## src/hw/rtl/vtsp_pkg.sv

```systemverilog
package vtsp_pkg;

  localparam int unsigned FracBitsDef = 16;
  localparam int unsigned NumCoeff    = 12;
  localparam int unsigned QDepth      = 4;
  localparam int unsigned QCntW       = $clog2(QDepth + 1);
  localparam int unsigned QPtrW       = $clog2(QDepth);
  // quotient bits resolved one per stage; larger quotients always saturate
  localparam int unsigned DivSteps    = 34;
  localparam int unsigned DivLat      = DivSteps + 2;
  localparam int unsigned InDataW     = 136;
  localparam int unsigned OutDataW    = 64;

  typedef enum logic {
    OP_LOAD  = 1'b0,
    OP_POINT = 1'b1
  } op_e;

  typedef enum logic [1:0] {
    KIND_LOAD,
    KIND_POINT,
    KIND_DROP
  } kind_e;

  typedef enum logic [1:0] {
    REG_ORIGIN_X,
    REG_ORIGIN_Y,
    REG_EXTENT_W,
    REG_EXTENT_H
  } reg_e;

  typedef struct packed {
    logic        is_point;
    logic [3:0]  slot;
    logic [31:0] value;
    logic [31:0] px;
    logic [31:0] py;
    logic [31:0] pz;
  } item_t;

  typedef struct packed {
    logic signed [31:0] origin_x;
    logic signed [31:0] origin_y;
    logic signed [31:0] extent_w;
    logic signed [31:0] extent_h;
  } cfg_t;

  typedef struct packed {
    logic             full;
    logic             empty;
    logic [QCntW-1:0] count;
  } qstat_t;

  function automatic logic ovf32(input logic signed [65:0] v);
    return (v > 66'sd2147483647) || (v < -66'sd2147483648);
  endfunction

  function automatic logic signed [31:0] sat32(input logic signed [65:0] v);
    logic signed [31:0] r;
    if (v > 66'sd2147483647) r = 32'sh7fffffff;
    else if (v < -66'sd2147483648) r = 32'sh80000000;
    else r = v[31:0];
    return r;
  endfunction

endpackage

```

## src/hw/rtl/vtsp_queue.sv

```systemverilog
module vtsp_queue import vtsp_pkg::*; (
  input  logic   clk_i,
  input  logic   rst_ni,
  input  logic   push_i,
  input  item_t  item_i,
  input  logic   pop_i,
  output item_t  item_o,
  output qstat_t stat_o
);

  item_t            mem_q [QDepth];
  logic [QPtrW-1:0] wr_q, wr_d, rd_q, rd_d;
  logic [QCntW-1:0] cnt_q, cnt_d;

  always_comb begin
    wr_d  = push_i ? wr_q + 1'b1 : wr_q;
    rd_d  = pop_i ? rd_q + 1'b1 : rd_q;
    cnt_d = cnt_q + QCntW'(push_i) - QCntW'(pop_i);
  end

  always_ff @(posedge clk_i or negedge rst_ni) begin
    if (!rst_ni) begin
      wr_q  <= '0;
      rd_q  <= '0;
      cnt_q <= '0;
    end else begin
      wr_q  <= wr_d;
      rd_q  <= rd_d;
      cnt_q <= cnt_d;
    end
  end

  always_ff @(posedge clk_i) begin
    if (push_i) mem_q[wr_q] <= item_i;
  end

  assign item_o       = mem_q[rd_q];
  assign stat_o.full  = (cnt_q == QCntW'(QDepth));
  assign stat_o.empty = (cnt_q == '0);
  assign stat_o.count = cnt_q;

endmodule

```

## config.mk

```make
export PLATFORM = sky130hd
export DESIGN_NAME = vtsp_queue
export DESIGN_NICKNAME = d
export VERILOG_FILES = /design/src/hw/rtl/vtsp_pkg.sv /design/src/hw/rtl/vtsp_queue.sv
export SDC_FILE = /design/constraint.sdc
export NUM_CORES = 1
export LEC_CHECK = 0
export ABC_AREA = 0
export BUFFER_PORTS_ARGS = -buffer_cell sky130_fd_sc_hd__buf_2
export CAP_MARGIN = 20
export CORE_ASPECT_RATIO = 1.25
export CORE_MARGIN = 8
export CORE_UTILIZATION = 51
export DETAILED_ROUTE_END_ITERATION = 16
export PLACE_DENSITY = 0.86
export SYNTH_ARGS = -nofsm -noshare
export SYNTH_HDL_FRONTEND = slang
export SYNTH_SLANG_ARGS = --single-unit
```

## constraint.sdc

```tcl
create_clock -name clk_i -period 4.1 [get_ports clk_i]
set_input_delay 0 -clock clk_i [delete_from_list [all_inputs] [get_ports clk_i]]
set_output_delay 0 -clock clk_i [all_outputs]
set_load 0.02 [all_outputs]
```

# After elaboration in Yosys (flattened, before gate mapping)
# Memory sizes are Yosys's and may differ from the RTL's.
# Index checks and enable logic that the tools add are counted.
# op_classes
eq_ne	1
muxes	2
addsub	4
reduce_logical	1
# ops
operator	n
$add A2 B1 Y2 const B	2
$add A3 B1 Y3	1
$eq A3 B3 Y1 const B	1
$logic_not A3 Y1	1
$sub A3 B1 Y3	1
$mux W1	2
# totals
ff_bits	7
elab_cells	12
mem_bits_rw	532
output_inout_bits	138
n_memories	1
# memory_table
name	words	width	rd	rd_ports_with_merged_regs	wr	line	text
mem_q	4	133	1	0	1	vtsp_queue.sv:11	item_t mem_q [QDepth];

# Longest topological paths before layout
# Gate-level depths: netlist of the first run.
# depth
word_depth	2
depth_mapped	7
depth_no_buf	7

# Worst setup path before layout of the first run
# OpenSTA, ideal clock, no wires.
# synth_path
path_kind	register to register
startpoint	reg wr_q[0]
endpoint	mem mem_q[0][0] (netlist name), enable pin
arrival_time_ns	3.670
synth_period_minus_slack_ns	4.178
stages_incl_launch_ff	4
setup_time_ns	0.508
required_ns	3.592
path_slack_ns	-0.078
n_path_buf	0
path_cell_list	dfrtp_1 inv_1 ha_1 and2_1
# synth_rtl
item	line	text
start, declared	vtsp_queue.sv:12	logic [QPtrW-1:0] wr_q, wr_d, rd_q, rd_d;
start signal, assigned	vtsp_queue.sv:27	wr_q <= wr_d;
end, declared	vtsp_queue.sv:11	
# No word-level cell before the write port.

==> run summary, run 1 <==
Area contributors post-synth: edfxtp_1 (82%), mux4_2 (15%), dfrtp_1 (0.90%)
Seq cells post-synth: 539
Leakage: 0.008414 uW
worst reg2reg endpoint: mem_q[1][96]
# clock sinks: 539
CTS Buffer Depth: 3
Clock Skew: 21.79 ps
Clock Pin Slew Worst Setup and Hold Paths: 60 ps
die width: 191.1 um
Via-to-Cell Ratio: 5.528
Crit path max-delay family: flip-flops
initial core utilization: 0.5138
largest net degree at the start of global routing: 84
Relative slew margins: 0.4031
commonest non-fill, non-tap cell in the layout: edfxtp_1
crit path max-delay cell type: dfrtp_4
Clock Latency Late Sink: 560 ps
antenna violations before repair: 6
Setup Viol. Count Final: 0
htree depth: 2
Placed Area: 0.02155 mm2
startpoint types: flip-flop
initial drt markers: 510
RD Place Congestion: 0.7237
Post-DP HPWL: 23820 um
share of the synthesized area in the top cell type: 0.8174
Endpoint, Worst Hold: mem_q[2][12]
worst slack at placement: 1833 ps
Levels on crit path: 3
post-synthesis sequential area ratio: 0.8263
WL/cell: 24.57 um
pwr/cell area: 714.0 mW/mm2
TritonCTS clock tree: built
Reg2Reg Setup Slack: 1860 ps
Final WS setup: 1423 ps
die height: 234.9 um
post_cts resized: 0
Worst Reg-to-Reg Cells: 4
first-pass GRT wire length: 62690 um
core region area: 0.03804 mm2
mapped cell area: 0.01954 mm2
DRC errors left: 0
gr usage total: 0.1844
Post-Route WL: 41920 um
fin nets: 1318
worst path buffer plus inverter count: 2
critical path, cell by cell: buf_12 -> mux4_2 -> buf_2
area delta synth->final: 24.87%
Final Instance Area: 0.02441 mm2
post-route ant nets: 0
post-synthesis instance total: 729
CP required: 4100 ps
I/O Pins: 275
Synthesized Nets: 873
Synth cell types: 17
share of post-route cells with drive strength above 1: 0.4074
Die Area: 0.04488 mm2
Worst Tran Pin Value: 895.3 ps
Syn Area/Cell: 26.81 um2
vias: 9430
reg-to-reg startpoint: wr_q[1]
Worst Hold Class: in2reg
Root Buffer: clkbuf_16
Final Hold Viols: 0
worst vdd ir: 0.0005213 V
DR pass1 iterations: 5
GRT Residual Overflow: 0
yosys warns: 0
Max Cap Violations: 0
Crit Path Class: reg2out
cts bufs inserted: 49
fin crit share: 0.6528
final core area utilization: 0.6416
hold path cells: 2
RSZ-0062 raised after global routing: false
commonest non-fill, non-tap cells in the layout: edfxtp_1 (532), buf_2 (274), dlygate4sd3_1 (137)
vias in the first global route: 10490
Yosys top cell by area: edfxtp_1
worst min-delay path startpoint: item_i[12]
final setup TNS: 0 ps
largest stage delay on the critical path: 760 ps
Max Freq: 0.3736 GHz
Cell Rows: 80
Slew Limit Fails: 0
kind of end point of the critical path: primary output
Tmin final: 2677 ps
status: finished clean
IO Port Bufs: 274
CP arrival: 2680 ps
Crit Path Max Fanout: 52
## state kept, by name, summed over array words and instances, names as in the netlist
register  cells
mem_q       532
rd_q          2
wr_q          2
cnt_q         3
## repair_timing
action | 4_1_cts | 5_1_grt
hold buffers | 137 | 0
endpoints found under the hold margin | 545 | 0
buffers inserted | 0 | 0
## layout make-up
type                    instances  area (um2)
flip-flops and latches        539       16160
inverters                       6       22.52
diodes                          4       10.01
multi-input cells             154        3193
repair buffers                424        2928
clock buffers                  67        1346
fillers                      2401       13630
clock inverters                20       132.6
well taps                     492       615.6
## kinds of logic after synthesis
| group | share of synthesized area |
|---|---|
| xor+xnor | 0.002241 |
| simple gates | 0.002240 |
| compound gates | 0.0002558 |
| mux | 0.1533 |
| buf+inv | 0.01082 |
| fa+ha+maj | 0.004865 |
| flops | 0.8263 |
## synthesized netlist by cell type
library cell  count
buf_2            16
buf_4             1
mux4_2          133
and3_1            1
nand2_1           2
and2_1            4
inv_1             6
clkbuf_1          6
nor3_1            1
ha_1              6
xnor2_1           3
o21ai_0           1
xor2_1            2
edfxtp_1        532
fa_1              1
dfrtp_1           7
buf_6             7
## report_power, final
part | internal, uW | switching, uW | leakage, uW
combinational | 2250 | 3370 | 0.00272
clock | 2360 | 1900 | 0.000728
sequential | 7210 | 339 | 0.00497
## routing by layer
| layer | GRT usage | part of all wire | up-vias |
|---|---|---|---|
| met2 | 0.3190 | 0.53 | 374 |
| li1 | - | - | 4050 |
| met5 | 0 | 0.00055 | - |
| met3 | 0.03483 | 0.061 | 92 |
| met4 | 0.08129 | 0.037 | 4 |
| met1 | 0.2220 | 0.37 | 4910 |
## worst max-delay path by stage
stage             from           end  slack (ps)
3_5_place_dp   wr_q[1]  mem_q[1][24]        1830
6_report       rd_q[0]   item_o[131]        1420
2_1_floorplan  wr_q[0]   mem_q[3][0]          10
3_3_place_gp   wr_q[1]  mem_q[1][24]        1890
4_1_cts        rd_q[0]    item_o[60]        1310
5_1_grt        rd_q[0]    item_o[40]        1220
## per-stage QoR
step / instances / hold slack (ps) / power (uW)
5_1_grt: 1706 / 159.6 / 18120
3_3_place_gp: 1478 / -162.2 / 13080
4_1_cts: 1702 / 155.7 / 17580
2_1_floorplan: 729 / -295.6 / 11390
3_5_place_dp: 1478 / -159.1 / 13230
6_report: 1706 / 176.7 / 17430
Note: power is estimated with default switching activity, not from simulation.
==> inputs of run 2 (changes only) <==
==> constraint.sdc (replaced) <==
create_clock -name clk_i -period 2.45 [get_ports clk_i]
set_input_delay 0 -clock clk_i [delete_from_list [all_inputs] [get_ports clk_i]]
set_output_delay 0 -clock clk_i [all_outputs]
set_load 0.02 [all_outputs]
==> run summary, run 2 (same netlist as run 1, synthesis figures left out) <==
IO Port Bufs: 274
RSZ-0062 raised after global routing: false
pwr/cell area: 1208 mW/mm2
antenna violations before repair: 4
Leakage: 0.008559 uW
Relative slew margins: 0.6998
largest net degree at the start of global routing: 67
final setup TNS: 0 ps
post-route ant nets: 0
I/O Pins: 275
number of flip-flops in the largest register: 532
post_cts resized: 0
# clock sinks: 539
WL/cell: 24.72 um
Clock Latency Late Sink: 550 ps
first-pass GRT wire length: 64050 um
CTS Buffer Depth: 3
vias in the first global route: 10340
fin nets: 1334
Die Area: 0.04488 mm2
Cell Rows: 80
Post-Route WL: 42590 um
CP required: 2450 ps
GRT Residual Overflow: 0
area delta synth->final: 26.50%
commonest non-fill, non-tap cells in the layout: edfxtp_1 (532), buf_2 (274), dlygate4sd3_1 (137)
initial core utilization: 0.5138
Worst Tran Pin Value: 450.3 ps
status: finished clean
Max Cap Violations: 0
final hold slack: 198.9 ps
Slew Limit Fails: 0
kind of end point of the critical path: primary output
Clock Skew: 13.58 ps
final core area utilization: 0.6500
worst slack at placement: 576.7 ps
Setup Viol. Count Final: 0
Worst Hold Class: in2reg
CP arrival: 2260 ps
Tmin final: 2263 ps
startpoint types: flip-flop
RD Place Congestion: 0.7241
die height: 234.9 um
vias: 9386
DR pass1 iterations: 5
worst vdd ir: 0.0009310 V
gr usage total: 0.1882
Final WS setup: 187.3 ps
Max Freq: 0.4419 GHz
Largest regs: mem_q x532, cnt_q x3
Clock Pin Slew Worst Setup and Hold Paths: 60 ps
Overall Power: 29870 uW
initial drt markers: 636
share of post-route cells with drive strength above 1: 0.4178
Fill cells: 2396
Via-to-Cell Ratio: 5.447
Crit Path Class: reg2out
commonest non-fill, non-tap cell in the layout: edfxtp_1
core region area: 0.03804 mm2
Most flops, register: mem_q
htree depth: 2
Crit Path Max Fanout: 12
Root Buffer: clkbuf_16
Post-DP HPWL: 24570 um
Final Hold Viols: 0
TritonCTS clock tree: built
DRC errors left: 0
fin crit share: 0.9236
cts bufs inserted: 50
die width: 191.1 um
run 2: cell count changes in the layout (fill, tap and decap cells not counted), sizes merged:
cell      change
clkbuf        -2
buf          +15
clkinv        +1
clkinvlp      +3
bufinv        +1
diode         -1
run 2: stage by stage:
step	std cells	area, um2
after floorplan	729	19560
after global placement	1492	21760
after detailed placement	1492	21760
after CTS	1720	24720
after global routing	1723	24730
final	1723	24730
run 2: area by class of cell:
class	count	area [um2]	area share
Sequential cell	539	16160	0.6535
Multi-Input combinational cell	154	3193	0.1291
Timing Repair Buffer	439	3157	0.1277
Clock buffer	65	1381	0.05587
Tap cell	492	615.6	0.02490
Clock inverter	25	190.2	0.007692
Inverter	6	22.52	0.0009109
Antenna cell	3	7.507	0.0003036
run 2: path summary, 6_finish.rpt:
path                             start             to  slack (ps)  depth (start not counted)
min                        item_i[131]  mem_q[2][131]         200                          2
max in group asynchronous       rst_ni        rd_q[1]        1710                          3
max                            rd_q[0]     item_o[28]         190                          3
min in group asynchronous       rst_ni       cnt_q[0]         450                          3
max reg2reg                   cnt_q[0]       cnt_q[2]         670                          7
min reg2reg                    wr_q[0]        wr_q[0]         540                          1
run 2: what timing repair did:
action	4_1_cts	5_1_grt
setup endpoints to repair	1	0
hold buffers	137	0
hold endpoints to repair	544	0
buffers inserted	1	0
run 2: layer usage:
metal | track usage | vias to the layer above | wire length (um)
li1 | - | 4091 | -
met1 | 0.2284 | 4872 | 15880
met2 | 0.3285 | 347 | 22770
met3 | 0.04223 | 74 | 2725
met4 | 0.06190 | 2 | 1204
met5 | 0 | - | 13
run 2: power breakdown:
part	internal, uW	leakage, uW	switching (uW)	total, uW
Sequential	12100	0.00497	573	12600
Clock	4200	0.000763	3220	7410
Combinational	4060	0.00283	5770	9830
Total	20300	0.00856	9560	29900
run 2: critical path: stages (launching register included):
cell and delay (ps):
dfrtp_4 630, buf_4 330, mux4_2 550, buf_2 180
